--- src/rtl/beacon_rssi_tracker_macros.svh ---
// Assertion macros for the tracker's RTL file.
`ifndef BEACON_RSSI_TRACKER_MACROS_SVH
`define BEACON_RSSI_TRACKER_MACROS_SVH

// Same-cycle implication, checked on the rising edge of clk outside reset.
`define BRT_ASSERT_NOW(lbl, ante, cons, msg) \
  lbl: assert property (@(posedge clk) disable iff (!rst_n) (ante) |-> (cons)) else $error(msg);

// Next-cycle implication, checked on the rising edge of clk outside reset.
`define BRT_ASSERT_NEXT(lbl, ante, cons, msg) \
  lbl: assert property (@(posedge clk) disable iff (!rst_n) (ante) |=> (cons)) else $error(msg);

`endif

--- src/rtl/brt_pkg.sv ---
// Package: item types, register indexes and constants of the beacon RSSI tracker.
`default_nettype none

package brt_pkg;

  localparam int MAX_TARGETS = 6;
  localparam int SLOT_W      = 3;
  localparam int ADDR_W      = 48;
  localparam int TIME_W      = 32;
  localparam int AVG_W       = 16;
  localparam int CFG_IDX_W   = 3;

  // Register indexes of the configuration port
  localparam logic [CFG_IDX_W-1:0] REG_PUB_INTERVAL = 3'd0;
  localparam logic [CFG_IDX_W-1:0] REG_TARGET_COUNT = 3'd1;
  localparam logic [CFG_IDX_W-1:0] REG_TARGET_ADDR0 = 3'd2;

  // Register reset values
  localparam logic [15:0]       PUB_INTERVAL_RST = 16'd100;
  localparam logic [2:0]        TARGET_COUNT_RST = 3'd1;
  localparam logic [ADDR_W-1:0] TARGET_ADDR0_RST = 48'hDD88_0000_1307;

  // EMA weights in 1/256: 77 for the sample, 179 for the old average
  localparam logic signed [7:0] W_SAMPLE = 8'sd77;
  localparam logic signed [8:0] W_AVG    = 9'sd179;

  typedef struct packed {
    logic [ADDR_W-1:0]  beacon_addr;
    logic signed [7:0]  rssi_dbm;
    logic [TIME_W-1:0]  now_ms;
  } in_item_t;

  typedef struct packed {
    logic                    matched;
    logic [SLOT_W-1:0]       slot_index;
    logic                    publish;
    logic signed [7:0]       rssi_raw;
    logic signed [AVG_W-1:0] rssi_avg_q8;
  } out_item_t;

endpackage

`default_nettype wire

--- src/rtl/beacon_rssi_tracker.sv ---
// Beacon RSSI tracker: per-slot EMA of RSSI with publish gating, state in a slot memory.
// Steps: an accepted item passes match, read, multiply, then update into the output register,
//   where its result becomes valid.
// Flow: no new item is accepted until the read-modify-write pass over the slot memory ends;
//   a pass waits in its update step while a previous result is still stalled.
// Reset: rst_n (synchronous) restores register defaults and clears the per-slot valid bits;
//   an invalid slot reads as zero average and zero publish time, so no clearing pass runs.
`default_nettype none

`include "beacon_rssi_tracker_macros.svh"

module beacon_rssi_tracker (
  input  wire logic                           clk,
  input  wire logic                           rst_n,
  input  wire logic                           in_valid,
  output logic                                in_stall,
  input  wire brt_pkg::in_item_t              in_item,
  output logic                                out_valid,
  input  wire logic                           out_stall,
  output brt_pkg::out_item_t                  out_item,
  input  wire logic                           cfg_we,
  input  wire logic [brt_pkg::CFG_IDX_W-1:0]  cfg_index,
  input  wire logic [brt_pkg::ADDR_W-1:0]     cfg_wdata
);
  import brt_pkg::*;

  localparam int MEM_W = AVG_W + TIME_W;

  // Sequencer codes
  localparam logic [2:0] S_IDLE  = 3'd0;
  localparam logic [2:0] S_MATCH = 3'd1;
  localparam logic [2:0] S_READ  = 3'd2;
  localparam logic [2:0] S_CALC  = 3'd3;
  localparam logic [2:0] S_UPD   = 3'd4;

  // Configuration registers
  logic [15:0]       interval_r;
  logic [2:0]        count_r;
  logic [ADDR_W-1:0] tgt_r [MAX_TARGETS];

  // Sequencer and item context
  logic [2:0]        st_r, st_nxt;
  in_item_t          item_r;
  logic              matched_r;
  logic [SLOT_W-1:0] slot_r;

  // Slot memory: {average, last publish time}; valid bits live in flops
  logic [MEM_W-1:0]       mem_r [MAX_TARGETS];
  logic [MEM_W-1:0]       rdata_r;
  logic                   rvalid_r;
  logic [MAX_TARGETS-1:0] vld_r;

  // Datapath registers
  logic signed [15:0]      ps_r;   // 77 * rssi, still to be scaled by 256
  logic signed [24:0]      pa_r;   // 179 * old average
  logic                    seed_r;
  logic                    pub_r;
  logic [TIME_W-1:0]       last_r;

  out_item_t out_r;
  logic      out_valid_r;

  logic                    commit;
  logic [2:0]              active;
  logic                    hit;
  logic [SLOT_W-1:0]       hit_slot;
  logic signed [AVG_W-1:0] avg_cur;
  logic [TIME_W-1:0]       last_cur;
  logic signed [24:0]      sum;
  logic signed [16:0]      quot;
  logic signed [AVG_W-1:0] avg_new;

  assign in_stall  = (st_r != S_IDLE);
  assign out_valid = out_valid_r;
  assign out_item  = out_r;

  // Finish the pass once the output register is free or being emptied
  assign commit = (st_r == S_UPD) && (!out_valid_r || !out_stall);

  // Clamp the slot count, then take the lowest matching active slot
  always_comb begin
    active   = (count_r > 3'(MAX_TARGETS)) ? 3'(MAX_TARGETS) : count_r;
    hit      = 1'b0;
    hit_slot = '0;
    for (int i = 0; i < MAX_TARGETS; i++) begin
      if (!hit && (3'(i) < active) && (tgt_r[i] == item_r.beacon_addr)) begin
        hit      = 1'b1;
        hit_slot = SLOT_W'(i);
      end
    end
  end

  // Invalid entries read as zero
  assign avg_cur  = rvalid_r ? $signed(rdata_r[MEM_W-1:TIME_W]) : '0;
  assign last_cur = rvalid_r ? rdata_r[TIME_W-1:0] : '0;

  // Sum, floor-divide by 256, saturate to Q8.8; on an invalid slot the sample seeds the average
  always_comb begin
    sum  = 25'($signed({ps_r, 8'h00})) + pa_r;
    quot = sum[24:8];
    if (quot[16] != quot[15]) begin
      avg_new = quot[16] ? 16'sh8000 : 16'sh7FFF;
    end else begin
      avg_new = quot[15:0];
    end
    if (seed_r) begin
      avg_new = {item_r.rssi_dbm, 8'h00};
    end
  end

  always_comb begin
    st_nxt = st_r;
    case (st_r)
      S_IDLE:  if (in_valid) st_nxt = S_MATCH;
      S_MATCH: st_nxt = S_READ;
      S_READ:  st_nxt = S_CALC;
      S_CALC:  st_nxt = S_UPD;
      S_UPD:   if (commit) st_nxt = S_IDLE;
      default: st_nxt = S_IDLE;
    endcase
  end

  // Control state and configuration
  always_ff @(posedge clk) begin
    if (!rst_n) begin
      st_r        <= S_IDLE;
      out_valid_r <= 1'b0;
      vld_r       <= '0;
      interval_r  <= PUB_INTERVAL_RST;
      count_r     <= TARGET_COUNT_RST;
      for (int i = 0; i < MAX_TARGETS; i++) begin
        tgt_r[i] <= (i == 0) ? TARGET_ADDR0_RST : '0;
      end
    end else begin
      st_r <= st_nxt;
      if (commit) begin
        out_valid_r <= 1'b1;
      end else if (out_valid_r && !out_stall) begin
        out_valid_r <= 1'b0;
      end
      if (commit && matched_r) begin
        vld_r[slot_r] <= 1'b1;
      end
      if (cfg_we) begin
        if (cfg_index == REG_PUB_INTERVAL) begin
          interval_r <= cfg_wdata[15:0];
        end else if (cfg_index == REG_TARGET_COUNT) begin
          count_r <= cfg_wdata[2:0];
        end else begin
          for (int i = 0; i < MAX_TARGETS; i++) begin
            if (cfg_index == REG_TARGET_ADDR0 + CFG_IDX_W'(i)) begin
              tgt_r[i] <= cfg_wdata;
            end
          end
        end
      end
    end
  end

  // Slot memory: registered read, write at the end of the pass
  always_ff @(posedge clk) begin
    if (st_r == S_READ) begin
      rdata_r  <= mem_r[slot_r];
      rvalid_r <= vld_r[slot_r];
    end
    if (commit && matched_r) begin
      mem_r[slot_r] <= {avg_new, pub_r ? item_r.now_ms : last_r};
    end
  end

  // Payload and datapath
  always_ff @(posedge clk) begin
    if ((st_r == S_IDLE) && in_valid) begin
      item_r <= in_item;
    end
    if (st_r == S_MATCH) begin
      matched_r <= hit;
      slot_r    <= hit_slot;
    end
    if (st_r == S_CALC) begin
      ps_r   <= 16'(W_SAMPLE) * 16'($signed(item_r.rssi_dbm));
      pa_r   <= 25'(W_AVG) * 25'(avg_cur);
      seed_r <= !rvalid_r;
      last_r <= last_cur;
      pub_r  <= (item_r.now_ms - last_cur) >= {16'h0000, interval_r};
    end
    if (commit) begin
      out_r.matched     <= matched_r;
      out_r.slot_index  <= matched_r ? slot_r : '0;
      out_r.publish     <= matched_r && pub_r;
      out_r.rssi_raw    <= item_r.rssi_dbm;
      out_r.rssi_avg_q8 <= matched_r ? avg_new : '0;
    end
  end

  // Checks
  `BRT_ASSERT_NEXT(a_accept_starts_pass, (in_valid && !in_stall), (st_r == S_MATCH), "accept did not start a pass")
  `BRT_ASSERT_NOW(a_nomatch_quiet, (out_valid && !out_item.matched), (!out_item.publish && out_item.slot_index == '0 && out_item.rssi_avg_q8 == '0), "unmatched result carries slot data")
  `BRT_ASSERT_NEXT(a_commit_sets_valid, (commit && matched_r), (vld_r[slot_r] && out_valid), "matched pass left slot invalid")

endmodule

`default_nettype wire
--- config.mk ---
export PLATFORM = sky130hd
export DESIGN_NAME = beacon_rssi_tracker
export DESIGN_NICKNAME = d
export VERILOG_FILES = /design/src/rtl/brt_pkg.sv /design/src/rtl/beacon_rssi_tracker.sv
export VERILOG_INCLUDE_DIRS = /design/src /design/src/rtl
export SDC_FILE = /design/constraint.sdc
export NUM_CORES = 1
export LEC_CHECK = 0
export BUFFER_PORTS_ARGS = -buffer_cell sky130_fd_sc_hd__clkbuf_2
export CAP_MARGIN = 25
export CORE_ASPECT_RATIO = 0.8
export CORE_MARGIN = 3
export CORE_UTILIZATION = 69
export CTS_BUF_LIST = sky130_fd_sc_hd__clkbuf_8
export DETAILED_ROUTE_END_ITERATION = 16
export GPL_ROUTABILITY_DRIVEN = 1
export GPL_TIMING_DRIVEN = 1
export MAX_ROUTING_LAYER = met4
export PLACE_DENSITY = 0.85
export RECOVER_POWER = 50
export SLEW_MARGIN = 20
export SYNTH_ARGS = -nofsm -noshare
export SYNTH_HDL_FRONTEND = slang
export SYNTH_SLANG_ARGS = --single-unit
--- constraint.sdc ---
create_clock -name clk -period 16.1 [get_ports clk]
set_input_delay 2.415 -clock clk [delete_from_list [all_inputs] [get_ports clk]]
set_output_delay 2.415 -clock clk [all_outputs]
set_load 0.02 [all_outputs]
# Word level (Yosys, flattened, before mapping)
# Memory sizes are Yosys's and may differ from the RTL's. A register that Yosys moved wholly into a read port is not among the register bits.
# Cells that the tools add are included.
# totals
regBits	226
ram_bits	576
inputBits	144
out_inout_bits	31
mem_count	2
# classes
addsub	2
multipliers	2
n_lt_le_gt_ge	10
n_eq_ne	20
muxes	70
bitwise	8
reduce_logical	34
# mem_list
name	words	word_bits	read_ports	rd_ports_with_merged_regs	write_ports	line_no	source
mem_r	6	48	1	1	1	beacon_rssi_tracker.sv:48	logic [MEM_W-1:0] mem_r [MAX_TARGETS];
tgt_r	6	48	6	0	6	beacon_rssi_tracker.sv:39	logic [ADDR_W-1:0] tgt_r [MAX_TARGETS];
# ops
operator	n
$eq 48x48->1	6
$mux 48	6
$mux 16	4
$mux 32	2
$mux 1	50
$ge 32x16->1	1
$sub 32x32->32	1
$add 24x25->25	1
$mul 9x16->25 const A	1
$logic_and 1x1->1	17
$mul 8x8->16 const A	1
$eq 3x3->1 const B	5
$mux 3	5
$pmux 3 s5	1
$eq 3x2->1 const B	4
$logic_not 1->1	8
$eq 3x1->1 const B	2
$logic_not 3->1	2
$lt 1x3->1 const A	2
$lt 2x3->1 const A	2
$lt 3x3->1 const A	2
$or 1x1->1	6
$or 6x6->6	1
$lt 3x4->1 const B	1
other kinds (13)	15

# Depth between registers and ports, before layout
# logic_depth
ltp_word	25
depth_mapped	22
depth_no_buf	21

# Least setup slack after synthesis
# OpenSTA, ideal clock, no wires.
# synth_path
kind	in2reg
start	in out_stall
end	mem mem_r[4][0] (netlist bit), enable pin
setup_time_ns	0.526
t_arrival_ns	7.950
t_required_ns	15.574
path_slack_ns	7.625
path_stages	3
path_cell_list	a21oi_1 nand3b_1 nor3b_1
# synth_between
elab_chain_cells	6
# synth_lines
item	line_no	source
from (decl)	beacon_rssi_tracker.sv:19	input wire logic out_stall,
$logic_not 1->1	beacon_rssi_tracker.sv:78	assign commit = (st_r == S_UPD) && (!out_valid_r || !out_stall);
$logic_or 1x1->1	beacon_rssi_tracker.sv:78	
$logic_and 1x1->1	beacon_rssi_tracker.sv:78	
$logic_and 1x1->1	beacon_rssi_tracker.sv:166	if (commit && matched_r) begin
$mux 1	beacon_rssi_tracker.sv:166	
$mux 1	beacon_rssi_tracker.sv:167	mem_r[slot_r] <= {avg_new, pub_r ? item_r.now_ms : last_r};
to (decl)	beacon_rssi_tracker.sv:48	
# Every way passes these cells.

# Worst setup path in the final report
# layout_path
start	reg rvalid_r
end	reg pub_r (data pin)
# layout_between
elab_chain_cells	3
# layout_lines
item	line_no	source
from (decl)	beacon_rssi_tracker.sv:50	logic rvalid_r;
from (signal assigned)	beacon_rssi_tracker.sv:164	rvalid_r <= vld_r[slot_r];
$mux 32	beacon_rssi_tracker.sv:95	assign last_cur = rvalid_r ? rdata_r[TIME_W-1:0] : '0;
$sub 32x32->32	beacon_rssi_tracker.sv:185	pub_r <= (item_r.now_ms - last_cur) >= {16'h0000, interval_r};
$ge 32x16->1	beacon_rssi_tracker.sv:185	
to (signal assigned)	beacon_rssi_tracker.sv:185	
to (decl)	beacon_rssi_tracker.sv:57	logic pub_r;
# Every way passes these cells.
# A chain may end at the register's enable or synchronous reset.

==> run metrics <==
hold depth 2; Critical Path Source rvalid_r$_DFFE_PN_; CTS Buffer Depth 3; R2R Path Start rvalid_r$_DFFE_PN_; Synth Area in Adders 0.0754; simple-gate area share of the yosys netlist 0.101; total power 0.00474 W; Post-synth ARST share 0; antenna violations before repair 7; r2r endpoint pub_r$_DFFE_PP_; CTS Sinks 842; post-synthesis sequential element count 842; FP Rows 78; Yosys cell types 74; sequential area share after synthesis 0.619; Min-Delay Path Class reg -> reg; post-synthesis mux area share 0.0423; PD cells 107 nW/um^2; Worst Setup End Kind flop; largest family of logic cells by synthesized area simple AND/OR/NAND/NOR gates; IO Pins 175; Port Buffers 174; complex-gate fraction of the synthesized area 0.0598; clk slew on worst S/H paths 0.06 ns; P_leak 16.6 nW; wl on met1 40.5 mm; hpwl dp 70.7 mm; proportion of layout cells with a drive suffix above 1 0.142; Initial DRC Count 3722; Post-Route Skew 0.0307 ns; Multi-input gate area 14200 um^2; Synth Flop Type edfxtp_1; fillers 3326; register area 25000 um^2; total CTS buffers 119; Die Width 276 um; reg-to-reg slack, setup 8.91 ns; DR vias 25500; Synth Area in XOR/XNOR 0.0696; WL met2 46.2 mm; crit share post-route 0.446; die extent in y 222 um; EDFF count, synth 813; Max Used Layer met4; failing checks max-capacitance violations, max-slew violations; vias in the first global route 25600; wire length on met3 16.5 mm; Routed WL per cell 26.5 um; status finished, violations left; PostCTS Resize Cnt 0; worst-path maximum fanout 49; area delta synth->final 9.68%; hold buffer count at cts 0; Final Net Count 3506; initial core utilization 0.705; Setup CP Type reg -> reg; highest clock rate 139 MHz; Tightest Pin Transition 3.67 ns; first-pass GRT wire length 156 mm; largest net degree at the start of global routing 67; Clock Latency Late Sink 0.75 ns; Ys Warns 0; DRT Wirelength 106 mm; DR vias/cell 6.37; Synth Area per Inst 13.7 um^2; area of the core 57300 um^2; Max transition margin -1.44; DRC Markers 0; gr ovfl total 0; Hold EP interval_r[15]$_SDFFE_PN0P_; GP Congestion 1.00; CTS root buf clkbuf_8; critical path launch point type flop; Critical Path AT 7.65 ns; TNS Setup 0 ns; CTS tree built; R2R depth 20; Cell Area, Synth 40400 um^2; final setup fails 0; Cells after Synth 2944; minimum clock period 7.19 ns; maxcap violations 17; GRT Total Usage 0.353; fin. max-slew vios 686; final hold violation count 0; CP Data Required Time 16.57 ns; unrepaired setup endpoints after global routing false; Final ANT Viol Nets 0; Die Area 61500 um^2; postcts setup bufs 0; worst vdd ir 0.0000859 V; H-tree depth 3; Synth Net Count 3300; hold_sp interval_r[15]$_SDFFE_PN0P_; drt pass-1 iters 7
[worst max path at each step]
stage / endpoint / cells after the start
finish: pub_r$_DFFE_PP_ / 20
global route: pub_r$_DFFE_PP_ / 20
CTS: pa_r[24]$_DFFE_PP_ / 18
detailed placement: pa_r[24]$_DFFE_PP_ / 18
global placement: pa_r[24]$_DFFE_PP_ / 18
floorplan: mem_r[4][0]$_DFFE_PP_ / 3
[metal layers]
metal,up-vias,track usage
li1,11000,-
met1,12400,0.490
met2,1782,0.500
met3,228,0.121
met4,0,0.101
met5,-,-
[cell families (layout without fill, tap and decap cells)]
kind of cell | Yosys count | count (layout)
compound gates | 347 | 347
xor+xnor | 321 | 321
fa+ha+maj | 212 | 212
buf+inv | 354 | 640
flops | 842 | 842
mux | 132 | 132
other cells | 0 | 11
simple gates | 736 | 736
[sequential cells by signal, summed over array words and instances (netlist names)]
register / flops
pa_r: 17
matched_r: 1
count_r: 3
vld_r: 6
tgt_r: 288
interval_r: 16
rvalid_r: 1
item_r: 88
slot_r: 3
out_item: 29
out_valid: 1
rdata_r: 48
st_r: 3
ps_r: 16
last_r: 32
pub_r: 1
seed_r: 1
mem_r: 288
[report_power, final]
part	leakage (nW)	internal, W	switching [W]
clock	1.25	0.000790	0.000812
sequential	7.83	0.00251	0.0000774
combinational	7.56	0.000206	0.000347
[placed cells by master, fill, tap and decap left out, drive strengths merged, types with 52 or more instances in the layout]
cell type	count
mux2	100
and2	304
inv	258
a22oi	56
xnor2	99
nand2	130
edfxtp	813
xor2	222
clkbuf	321
fa	52
nor2	89
ha	160
a21oi	68
nor4	54
[synthesized netlist by cell type, types with 4 or more instances]
| cell type | instances | area [um^2] |
|---|---|---|
| o22ai_1 | 14 | 87.6 |
| a211oi_1 | 8 | 60.1 |
| a21o_1 | 14 | 105 |
| nand3_1 | 19 | 95.1 |
| o21ai_0 | 50 | 250 |
| a311oi_1 | 5 | 43.8 |
| a31oi_1 | 10 | 62.6 |
| xnor2_1 | 99 | 867 |
| o21a_1 | 18 | 135 |
| nor3b_1 | 5 | 37.5 |
| xor2_1 | 222 | 1940 |
| nand4_1 | 32 | 200 |
| a21oi_1 | 68 | 340 |
| nand2b_1 | 15 | 93.8 |
| edfxtp_1 | 813 | 24400 |
| o221ai_1 | 27 | 236 |
| dfxtp_1 | 29 | 581 |
| o21bai_1 | 10 | 75.1 |
| a22o_1 | 4 | 35.0 |
| nor2_1 | 89 | 334 |
| mux2_2 | 100 | 1130 |
| nand3b_1 | 6 | 45.0 |
| mux2i_1 | 11 | 110 |
| a21boi_0 | 19 | 143 |
| mux4_2 | 21 | 473 |
| nor2b_1 | 13 | 81.3 |
| and3_1 | 6 | 37.5 |
| and2_1 | 303 | 1900 |
| a22oi_1 | 56 | 420 |
| inv_1 | 220 | 826 |
| fa_1 | 52 | 1040 |
| a221oi_1 | 6 | 52.6 |
| nand2_1 | 130 | 488 |
| ha_1 | 160 | 2000 |
| buf_1 | 6 | 22.5 |
| nor3_1 | 22 | 110 |
| o2111ai_1 | 4 | 35.0 |
| or3_1 | 21 | 131 |
| clkbuf_1 | 125 | 469 |
| o211ai_1 | 8 | 60.1 |
| nor4_1 | 54 | 338 |
[final cells by class]
type	count	area share
timing repair buffer	219	0.0251
clock inverter	74	0.0102
clock buffer	127	0.0395
sequential	842	0.564
tap	760	0.0215
antenna	11	0.000622
multi-input combinational	1748	0.320
inverter	220	0.0186
[stage by stage]
| step | util | cells | worst slack, ns | hold slack [ns] | cell area (um^2) |
|---|---|---|---|---|---|
| final | 0.773 | 4001 | 8.91 | 0.471 | 44300 |
| after global routing | 0.773 | 3993 | 8.42 | 0.490 | 44300 |
| after CTS | 0.775 | 3990 | 10.51 | 0.470 | 44400 |
| after detailed placement | 0.736 | 3789 | 10.52 | 0.461 | 42200 |
| after global placement | 0.736 | 3788 | 10.69 | 0.442 | 42200 |
| after floorplan | - | 2944 | 7.62 | 0.424 | 40400 |
[worst max-delay path, stage by stage, from the launching register on]
cell and delay (ns):
edfxtp_1 0.32, clkbuf_1 1.85, nand2_1 0.42, fa_1 0.63
a211oi_1 0.28, o21ai_0 0.31, nor2_1 0.22, nor3_1 0.10
o21ai_0 0.14, nand2b_1 0.08, a21oi_1 0.17, xnor2_1 0.14
ha_1 0.26, and2b_2 0.20, o21ai_0 0.24, nand4_1 0.16
a2111oi_2 0.24, o221ai_1 0.16, or4_1 0.51, nor4_1 0.29
nand4_1 0.14
No activity file was read; power rests on OpenSTA's default activity.
